`src/hdl/rbm_pkg.sv`:
```
// Shared types, codes and constants of the RSA block exponentiation engine.
// Depends on nothing; every other .sv file in hdl uses it by scoped names.
`timescale 1ns / 1ps
package rbm_pkg;
  localparam int KEY_BITS_DEF = 32;
  localparam int BLOCK_W      = 32;
  localparam int STEP_CNT_W   = 5;
  localparam int CFG_IDX_W    = 2;

  localparam logic [CFG_IDX_W-1:0] CFG_MODULUS   = 2'd0;
  localparam logic [CFG_IDX_W-1:0] CFG_EXPONENT  = 2'd1;
  localparam logic [CFG_IDX_W-1:0] CFG_DIRECTION = 2'd2;

  typedef struct packed {
    logic [31:0] block;
    logic        tail_byte;
  } in_t;

  typedef struct packed {
    logic [31:0] value;
    logic        passed_through;
  } out_t;

  typedef enum logic [2:0] {
    ST_IDLE,
    ST_DISPATCH,
    ST_RUN,
    ST_SAVE,
    ST_SETUP_SQR,
    ST_SETUP_MUL,
    ST_DONE
  } ctrl_state_t;

  typedef enum logic [1:0] {
    PH_REDUCE,
    PH_SQR,
    PH_MUL
  } phase_t;

  // Commands from the controller to the datapath
  typedef struct packed {
    logic load;
    logic init_sqr;
    logic init_mul;
    logic step;
    logic save_base;
    logic save_acc;
    logic shift_exp;
  } cmd_t;

  // Status from the datapath to the controller
  typedef struct packed {
    logic tail;
    logic n_small;
    logic exp_bit;
  } sts_t;
endpackage

```
`src/hdl/rbm_ctrl.sv`:
```
// Sequencer of the RSA block engine: reduce, then per exponent bit square, and multiply when set.
// Depends on rbm_pkg; drives rbm_dpath through cmd_t and reads sts_t.
`timescale 1ns / 1ps
module rbm_ctrl (
  input  logic          clk,
  input  logic          rst_n,
  input  logic          start,
  input  rbm_pkg::sts_t sts,
  output rbm_pkg::cmd_t cmd,
  output logic          busy,
  output logic          done
);
  localparam logic [rbm_pkg::STEP_CNT_W-1:0] LAST = rbm_pkg::STEP_CNT_W'(rbm_pkg::BLOCK_W - 1);

  rbm_pkg::ctrl_state_t state_r, state_nxt;
  rbm_pkg::phase_t      phase_r, phase_nxt;
  logic [rbm_pkg::STEP_CNT_W-1:0] step_cnt_r, step_cnt_nxt;
  logic [rbm_pkg::STEP_CNT_W-1:0] bit_cnt_r, bit_cnt_nxt;

  // Hold state, phase and counters
  always_ff @(posedge clk) begin
    if (!rst_n) begin
      state_r    <= rbm_pkg::ST_IDLE;
      phase_r    <= rbm_pkg::PH_REDUCE;
      step_cnt_r <= '0;
      bit_cnt_r  <= '0;
    end else begin
      state_r    <= state_nxt;
      phase_r    <= phase_nxt;
      step_cnt_r <= step_cnt_nxt;
      bit_cnt_r  <= bit_cnt_nxt;
    end
  end

  // Next state and commands
  always_comb begin
    state_nxt    = state_r;
    phase_nxt    = phase_r;
    step_cnt_nxt = step_cnt_r;
    bit_cnt_nxt  = bit_cnt_r;
    cmd          = '0;
    busy         = 1'b1;
    done         = 1'b0;
    case (state_r)
      rbm_pkg::ST_IDLE: begin
        busy = 1'b0;
        if (start) begin
          cmd.load  = 1'b1;
          state_nxt = rbm_pkg::ST_DISPATCH;
        end
      end
      rbm_pkg::ST_DISPATCH: begin
        step_cnt_nxt = '0;
        bit_cnt_nxt  = '0;
        phase_nxt    = rbm_pkg::PH_REDUCE;
        if (sts.tail || sts.n_small) state_nxt = rbm_pkg::ST_DONE;
        else state_nxt = rbm_pkg::ST_RUN;
      end
      rbm_pkg::ST_RUN: begin
        cmd.step     = 1'b1;
        step_cnt_nxt = step_cnt_r + 1'b1;
        if (step_cnt_r == LAST) state_nxt = rbm_pkg::ST_SAVE;
      end
      rbm_pkg::ST_SAVE: begin
        step_cnt_nxt = '0;
        case (phase_r)
          rbm_pkg::PH_REDUCE: begin
            cmd.save_base = 1'b1;
            state_nxt     = rbm_pkg::ST_SETUP_SQR;
          end
          rbm_pkg::PH_SQR: begin
            cmd.save_acc = 1'b1;
            if (sts.exp_bit) begin
              state_nxt = rbm_pkg::ST_SETUP_MUL;
            end else begin
              cmd.shift_exp = 1'b1;
              bit_cnt_nxt   = bit_cnt_r + 1'b1;
              state_nxt = (bit_cnt_r == LAST) ? rbm_pkg::ST_DONE : rbm_pkg::ST_SETUP_SQR;
            end
          end
          default: begin
            cmd.save_acc  = 1'b1;
            cmd.shift_exp = 1'b1;
            bit_cnt_nxt   = bit_cnt_r + 1'b1;
            state_nxt = (bit_cnt_r == LAST) ? rbm_pkg::ST_DONE : rbm_pkg::ST_SETUP_SQR;
          end
        endcase
      end
      rbm_pkg::ST_SETUP_SQR: begin
        cmd.init_sqr = 1'b1;
        phase_nxt    = rbm_pkg::PH_SQR;
        state_nxt    = rbm_pkg::ST_RUN;
      end
      rbm_pkg::ST_SETUP_MUL: begin
        cmd.init_mul = 1'b1;
        phase_nxt    = rbm_pkg::PH_MUL;
        state_nxt    = rbm_pkg::ST_RUN;
      end
      rbm_pkg::ST_DONE: begin
        done      = 1'b1;
        state_nxt = rbm_pkg::ST_IDLE;
      end
      default: begin
        state_nxt = rbm_pkg::ST_IDLE;
      end
    endcase
  end
endmodule

```
`src/hdl/rbm_dpath.sv`:
```
// Datapath of the RSA block engine: bit-serial modular multiplier, base, accumulator.
// Depends on rbm_pkg; commanded by rbm_ctrl.
`timescale 1ns / 1ps
module rbm_dpath #(
  parameter int KEY_BITS = rbm_pkg::KEY_BITS_DEF
) (
  input  logic          clk,
  input  rbm_pkg::cmd_t cmd,
  input  rbm_pkg::in_t  in_data,
  input  logic [31:0]   modulus,
  input  logic [31:0]   exponent,
  input  logic          direction,
  output rbm_pkg::sts_t sts,
  output rbm_pkg::out_t out_data
);
  logic [KEY_BITS-1:0] n;
  logic [KEY_BITS:0]   n_ext, dbl, dbl_red, sum, sum_red, r_sel;
  logic [KEY_BITS-1:0] r_r, a_r, acc_r, base_r;
  logic [rbm_pkg::BLOCK_W-1:0] b_r, exp_r;
  logic                tail_r, dir_r;
  logic [7:0]          byte_r;

  assign n     = modulus[KEY_BITS-1:0];
  assign n_ext = {1'b0, n};

  // One multiplier bit: double mod n, then add multiplicand mod n when the multiplier bit is set
  always_comb begin
    dbl     = {r_r, 1'b0};
    dbl_red = (dbl >= n_ext) ? dbl - n_ext : dbl;
    sum     = dbl_red + {1'b0, a_r};
    sum_red = (sum >= n_ext) ? sum - n_ext : sum;
    r_sel   = b_r[rbm_pkg::BLOCK_W-1] ? sum_red : dbl_red;
  end

  // Load operands, advance the multiplier, save products, shift the exponent
  always_ff @(posedge clk) begin
    if (cmd.load) begin
      tail_r <= in_data.tail_byte;
      dir_r  <= direction;
      byte_r <= in_data.block[7:0];
      exp_r  <= exponent;
      acc_r  <= KEY_BITS'(1);
      r_r    <= '0;
      a_r    <= KEY_BITS'(1);
      b_r    <= direction ? in_data.block : {16'h0000, in_data.block[15:0]};
    end else if (cmd.init_sqr) begin
      r_r <= '0;
      a_r <= acc_r;
      b_r <= rbm_pkg::BLOCK_W'(acc_r);
    end else if (cmd.init_mul) begin
      r_r <= '0;
      a_r <= acc_r;
      b_r <= rbm_pkg::BLOCK_W'(base_r);
    end else if (cmd.step) begin
      r_r <= r_sel[KEY_BITS-1:0];
      b_r <= {b_r[rbm_pkg::BLOCK_W-2:0], 1'b0};
    end
    if (cmd.save_base) base_r <= r_r;
    if (cmd.save_acc) acc_r <= r_r;
    if (cmd.shift_exp) exp_r <= {exp_r[rbm_pkg::BLOCK_W-2:0], 1'b0};
  end

  assign sts.tail    = tail_r;
  assign sts.n_small = (n[KEY_BITS-1:1] == '0);
  assign sts.exp_bit = exp_r[rbm_pkg::BLOCK_W-1];

  // Select the result word
  always_comb begin
    out_data.passed_through = tail_r;
    if (tail_r) out_data.value = {24'h000000, byte_r};
    else if (sts.n_small) out_data.value = '0;
    else if (dir_r) out_data.value = {16'h0000, acc_r[15:0]};
    else out_data.value = 32'(acc_r);
  end
endmodule

```
`src/hdl/rsa_block_modexp.sv`:
```
// Top level of the RSA block exponentiation engine: configuration registers,
// controller and datapath. Depends on rbm_pkg, rbm_ctrl and rbm_dpath.
`timescale 1ns / 1ps
// Usage:
//   Input channel: an item (block, tail_byte) is taken at a rising edge with
//   start high and busy low. busy stays high until the result has been shown.
//   Result channel: out_valid is high for exactly one cycle with out_data;
//   the receiver cannot stall, so the result must be taken in that cycle.
//   Configuration: cfg_we with cfg_index 0 (modulus), 1 (exponent) or
//   2 (direction) writes cfg_data at the edge; write only while idle.
// Sequence, counted from the accepting edge to the result:
//   A tail byte or a modulus below two: dispatch, then done.
//   Otherwise the multiplier first reduces the block, then for each of the
//   32 exponent bits, most significant first, squares the accumulator and,
//   when the bit is set, multiplies it by the base. The bit-serial modular
//   multiplier takes one multiplier bit per cycle.
//   A new item is accepted in the cycle after out_valid.
// Reset: rst_n low clears the controller to idle and the registers to
//   modulus all ones, exponent 1, direction encrypt.
module rsa_block_modexp #(
  parameter int KEY_BITS = rbm_pkg::KEY_BITS_DEF
) (
  input  logic                           clk,
  input  logic                           rst_n,
  input  logic                           start,
  output logic                           busy,
  input  rbm_pkg::in_t                   in_data,
  output logic                           out_valid,
  output rbm_pkg::out_t                  out_data,
  input  logic                           cfg_we,
  input  logic [rbm_pkg::CFG_IDX_W-1:0]  cfg_index,
  input  logic [31:0]                    cfg_data
);
  logic [31:0]   modulus_r, exponent_r;
  logic          direction_r;
  rbm_pkg::cmd_t cmd;
  rbm_pkg::sts_t sts;

  // Write configuration registers; drop writes beyond the list
  always_ff @(posedge clk) begin
    if (!rst_n) begin
      modulus_r   <= 32'hFFFF_FFFF;
      exponent_r  <= 32'd1;
      direction_r <= 1'b0;
    end else if (cfg_we) begin
      case (cfg_index)
        rbm_pkg::CFG_MODULUS:   modulus_r   <= cfg_data;
        rbm_pkg::CFG_EXPONENT:  exponent_r  <= cfg_data;
        rbm_pkg::CFG_DIRECTION: direction_r <= cfg_data[0];
        default: ;
      endcase
    end
  end

  rbm_ctrl u_ctrl (
    .clk   (clk),
    .rst_n (rst_n),
    .start (start),
    .sts   (sts),
    .cmd   (cmd),
    .busy  (busy),
    .done  (out_valid)
  );

  rbm_dpath #(.KEY_BITS(KEY_BITS)) u_dpath (
    .clk       (clk),
    .cmd       (cmd),
    .in_data   (in_data),
    .modulus   (modulus_r),
    .exponent  (exponent_r),
    .direction (direction_r),
    .sts       (sts),
    .out_data  (out_data)
  );
endmodule

```
`config.mk`:
```
export PLATFORM = sky130hd
export DESIGN_NAME = rsa_block_modexp
export DESIGN_NICKNAME = d
export VERILOG_FILES = /design/src/hdl/rbm_pkg.sv /design/src/hdl/rbm_ctrl.sv /design/src/hdl/rbm_dpath.sv /design/src/hdl/rsa_block_modexp.sv
export SDC_FILE = /design/constraint.sdc
export NUM_CORES = 1
export LEC_CHECK = 0
export ABC_CLOCK_PERIOD_IN_PS = 9900
export BUFFER_PORTS_ARGS = -buffer_cell sky130_fd_sc_hd__buf_2
export CAP_MARGIN = 10
export CORE_ASPECT_RATIO = 0.75
export CORE_MARGIN = 2
export CORE_UTILIZATION = 62
export CTS_CLUSTER_SIZE = 40
export DETAILED_ROUTE_END_ITERATION = 6
export GPL_TIMING_DRIVEN = 0
export PLACE_DENSITY = 0.81
export RECOVER_POWER = 25
export SYNTH_ARGS = -nofsm -noshare
export SYNTH_HDL_FRONTEND = slang
export SYNTH_SLANG_ARGS = --single-unit
```
`constraint.sdc`:
```
create_clock -name clk -period 9.9 [get_ports clk]
set_clock_uncertainty 0.2 [all_clocks]
set_input_delay 1.485 -clock clk [delete_from_list [all_inputs] [get_ports clk]]
set_output_delay 1.485 -clock clk [all_outputs]
set_load 0.01 [all_outputs]
```
==> results.ini, run 1 <==
[critical_path]
critPathLaunch=modulus_r[12]
critPathCaptureType=flop
critPathMaxStageDelay_ns=0.48
cp_max_fo=10
arrival_ns=10.08
critPathKind=reg -> reg
crit_slowest_cell=or3_1
rr_startpoint=modulus_r[12]
r2r_cells=34
cp.required_ns=10.18
crit_top_cell=nand4_1
start_kind=flop

[die]
dieWidth_um=196
rows=52
initial_utilization_pct=63.4
io_pins=106
fp.coreArea_sq_um=27100
die-area_sq_um=29100
die_height_um=148

[synthesis]
synth.avg_cell_area_sq_um=8.74
seq_area_frac_synth_pct=40.8
synthCells=1969
synth_top_area_share_pct=23.9
yosys-top-cells-area=edfxtp_1, dfxtp_1, ha_1
synth_flop_cell=dfxtp_1
synth-seq-cells=282
synth_edf_count=137
synth.distinct_cells=76
syn-num-nets=2143
syn_area_sq_um=17200
synth-async-reset-ratio_pct=0
yosys.area.top_type=edfxtp_1
yosysWarnings=0

[pwr]
p_total_mw=4.71
pwr-share-seq_pct=33.7
sw_frac_of_total_pct=41.8
powerDensity_nw_per_um2=245
p_int_mw=2.74
clock_power_share_pct=23.3
ir_drop_mv=0.200
p_sw_mw=1.97
comb_power_share_pct=43.0
p_leak_nw=8.04

[cts]
cts_max_path_buffers=3
cts.sinks=282
clock_latency_ns=0.59
hold_buffers=0
clockRootBuffer=clkbuf_16
tritoncts=built
htree_num_levels=1
cts_buffers=29
clk_pin_slew_ns=0.07

[timing]
max_freq_mhz=102
worst_pin_slew_ns=1.77
hold_ws_ns=0.258
final-hold-violation-count=0
drv_slew=30
fin_crit_ns=9.80
relSlewSlack_pct=-18.1
fin_crit_sh_pct=99.0
setup_violations=0
final.setup.worst_slack_ns=0.0986

[routing]
drcViolationCount=14
wl_per_cell_um=22.4
drtIter0Drc=2139
via_count=16300
final_antenna_net_count=0
vias_per_cell=6.53
drtPass1Iterations=7
finalWirelength_um=55800

[global_route]
grt_pass1_vias=15100
grt_pass1_wl_um=84700
grt_overflow_total=0
grt_max_degree=33
track_usage_pct=37.9
antenna_found_initial=0

[cells_and_area]
fin_nets=2289
layout_commonest_cell=nand2_1
final_area_sq_um=19300
synthToLayoutAreaGrowth_pct=11.9
drive_above_1_share_pct=9.59
final_cell_mix=nand2_1, a21oi_1, dfxtp_1
diodes=0

[worst_hold_path]
hold_start=exponent_r[11]
min_path_cells=2
hold_class=reg -> reg

[placement]
port_buffers=104
dpl_cell_area_sq_um=18200
pre_cts_ws_ns=-0.0390
dp_hpwl_um=43600
globalplace.congestion=1.07

[flow_run]
maxCapViolCount=1

[outcome]
status=finished, violations left
violations=DRC, capacitance limit, slew limit

## flip-flops by register name (all words and copies together) (netlist names), 32 cells and up
name	cells
u_dpath.base_r	32
modulus_r	32
u_dpath.r_r	32
u_dpath.acc_r	32
u_dpath.b_r	32
u_dpath.a_r	32
u_dpath.exp_r	32
exponent_r	32
## worst max-delay path: cells and delay by family, from the launching register on
kind                       cells  cell delay (ns)
xor gates and xnor gates       1             0.18
DFF                            1             0.35
AOI/OAI and AO/OA             10             2.67
buffers and inverters          6             1.32
adders and majority gates      4             1.38
and+or+nand+nor               13             3.59
## layer usage
metal  wire length (um)  up-vias  global-route usage [%]
met2              22500      928                    53.6
met3               6640      161                    11.6
met4               2170        0                    13.0
met5                  0        -                       0
li1                   -     7477                       -
met1              24500     7693                    55.1
## path summary, 6_finish.rpt
check                     to  slack (ns)
max          u_dpath.r_r[27]         0.1
max reg2reg  u_dpath.r_r[27]         0.1
min reg2reg   exponent_r[11]        0.26
min           exponent_r[11]        0.26
## area by class of cell
class	instances	area, sq um
Buffer	112	460
Tap cell	351	439
Inverter	73	274
Clock buffer	30	751
Clock inverter	23	188
Multi-Input combinational cell	1502	9530
Timing Repair Buffer	115	608
Fill cell	2152	7860
Sequential cell	282	7020
## cell usage after synthesis, types with 25 or more instances
library cell / n
o211ai_1: 44
o21ai_0: 142
edfxtp_1: 137
a21oi_1: 181
nand3_1: 51
clkbuf_1: 90
inv_1: 70
a21o_1: 38
xnor2_1: 48
xor2_1: 29
ha_1: 100
nand2_1: 303
dfxtp_1: 145
nand4_1: 25
nor2_1: 98
and2_1: 59
mux2i_1: 53
a22o_1: 41
## per-stage QoR
| step | setup TNS [ns] | cells | utilization (%) |
|---|---|---|---|
| 6_report | 0 | 2488 | 71.0 |
| 5_1_grt | -0.0962 | 2488 | 71.0 |
| 4_1_cts | 0 | 2482 | 70.7 |
| 3_5_place_dp | -0.116 | 2429 | 67.2 |
| 3_3_place_gp | 0 | 2424 | 67.0 |
| 2_1_floorplan | 0 | 1969 | - |
## what timing repair did
item | 4_1_cts | 5_1_grt
gates resized for setup | 2 | 19
buffers inserted | 0 | 4
setup endpoints to repair | 23 | 31
cloned | 0 | 0
pin swaps | 0 | 3
## kinds of logic after synthesis
family / Yosys count / synth area share, %
simple gates: 648 / 17.4
buf+inv: 185 / 4.22
compound gates: 617 / 22.7
fa+ha+maj: 103 / 7.62
flops: 282 / 40.8
xor+xnor: 77 / 3.92
mux: 57 / 3.37
## power by group through the flow
stage | clock network (mW) | registers, mW | logic [mW]
finish | 1.10 | 1.59 | 2.02
floorplan | 0 | 1.53 | 1.40
CTS | 1.10 | 1.58 | 1.93
detailed placement | 0 | 1.60 | 1.91
global placement | 0 | 1.60 | 1.86
global route | 1.14 | 1.60 | 2.18
Power figures use the tool's default switching activity.
==> run 2: changes to the inputs <==
ABC_CLOCK_PERIOD_IN_PS = 12400   (was 9900)
CORE_MARGIN = not set   (was 2)
CORE_UTILIZATION = 65   (was 62)
CTS_CLUSTER_SIZE = 14   (was 40)
PLACE_DENSITY = 0.84   (was 0.81)
clock period = 12.4 ns   (was 9.9 ns; I/O delays follow)
==> results.ini, run 2 (synthesis gave the netlist of run 1 again) <==
[cts]
hold_buffers=0
clockRootBuffer=clkbuf_16
tritoncts=built
cts_max_path_buffers=3
post-cts-setup-buffer-count=0
cts_buffers=28
clk_pin_slew_ns=0.07
htree_num_levels=1
cts_resized=0
clock_latency_ns=0.56
cts.sinks=282

[pwr]
powerDensity_nw_per_um2=196
p_leak_nw=7.99
p_total_mw=3.75
ir_drop_mv=0.163

[die]
io_pins=106
fp.coreArea_sq_um=26000
die-area_sq_um=27100
initial_utilization_pct=66.3
rows=51
die_height_um=143
dieWidth_um=190

[routing]
finalWirelength_um=54800
met2_length_um=23100
drt-met1-wl_um=23700
vias_per_cell=6.54
drcViolationCount=1
wl_per_cell_um=22.1
drtIter0Drc=1939
top_layer=met4
via_count=16200
final_antenna_net_count=0
wl_met3_um=6330
drtPass1Iterations=7

[cells_and_area]
final_area_sq_um=19200
multiInputGateArea_sq_um=9470
final_cell_mix=nand2_1, a21oi_1, dfxtp_1
fin_nets=2284
fill_cells=1951
synthToLayoutAreaGrowth_pct=11.3
regArea_sq_um=7020
stdcell_count=2476
layout_commonest_cell=nand2_1
drive_above_1_share_pct=8.63
diodes=0

[critical_path]
arrival_ns=11.03
critPathKind=reg -> reg
critPathCaptureType=flop
start_kind=flop
crit_top_cell=nand4_1
cp_max_fo=10
crit_slowest_cell=nor4_1
cp.required_ns=12.70
critPathMaxStageDelay_ns=0.93

[timing]
final-hold-violation-count=0
worst_pin_slew_ns=1.82
setup_violations=0
relSlewSlack_pct=-21.4
setup_tns_ns=0
drv_slew=30
max_freq_mhz=93.2
fin_crit_ns=10.73
rsz0062_at_grt=false
fin_crit_sh_pct=86.5

[outcome]
violations=DRC, capacitance limit, slew limit
status=finished, violations left

[worst_hold_path]
hold_class=reg -> reg

[placement]
dp_hpwl_um=42600
dpl_cell_area_sq_um=18200
globalplace.congestion=1.06
dp.cells=2423
port_buffers=104

[global_route]
antenna_found_initial=2
grt_pass1_wl_um=83000
grt_max_degree=33
grt_overflow_total=0
grt_pass1_vias=14800
track_usage_pct=40.2

[flow_run]
maxCapViolCount=1

## run 2: cell types whose count changed in the layout (fill, tap and decap cells not counted), moves of 3 or more
cell        before  now
buf_4            9    4
and2_0           0   13
clkbuf_16       30   33
clkbuf_1        95  103
clkinv_1         8    4
clkinvlp_4       4    1
clkbuf_2         3    0
and2_1          59   46
## run 2: metal layers
metal,global-route usage (%),vias to the layer above
met5,0,-
met4,12.0,0
met3,11.0,131
met2,59.0,909
met1,57.4,7679
li1,-,7473
## run 2: worst max-delay path, delay by kind of cell (launching register included)
family | cells | cell delay [ns]
AOI/OAI and AO/OA | 13 | 3.51
and+or+nand+nor | 10 | 3.20
buffers and inverters | 6 | 1.64
adders and majority gates | 4 | 1.35
xor gates and xnor gates | 1 | 0.39
DFF | 1 | 0.34
## run 2: path summary, 6_finish.rpt
check | from | to | slack [ns] | cells after the start
worst max register to register | modulus_r[11] | u_dpath.r_r[27] | 1.67 | 34
worst min-delay path | exponent_r[30] | exponent_r[30] | 0.26 | 2
worst max-delay path | modulus_r[11] | u_dpath.r_r[27] | 1.67 | 34
worst min register to register | exponent_r[30] | exponent_r[30] | 0.26 | 2
## run 2: power breakdown
group,leakage (nW),internal [mW],total (mW),switching (mW)
combinational,5.02,0.558,1.61,1.05
clock,0.467,0.495,0.874,0.379
sequential,2.51,1.14,1.27,0.123
total,7.99,2.20,3.75,1.55
## run 2: cell type report
class / instances / area share (%)
Sequential cell: 282 / 36.6
Tap cell: 344 / 2.25
Clock buffer: 42 / 4.61
Buffer: 112 / 2.36
Timing Repair Buffer: 111 / 3.00
Multi-Input combinational cell: 1502 / 49.4
Inverter: 73 / 1.43
Clock inverter: 10 / 0.313
## run 2: stage by stage
stage | hold slack [ns] | setup WS (ns) | utilization, %
finish | 0.257 | 1.67 | 73.8
global route | 0.271 | 1.38 | 73.8
CTS | 0.256 | 2.31 | 73.9
detailed placement | 0.247 | 2.43 | 70.2
global placement | 0.242 | 2.58 | 69.9
floorplan | 0.206 | 5.20 | -
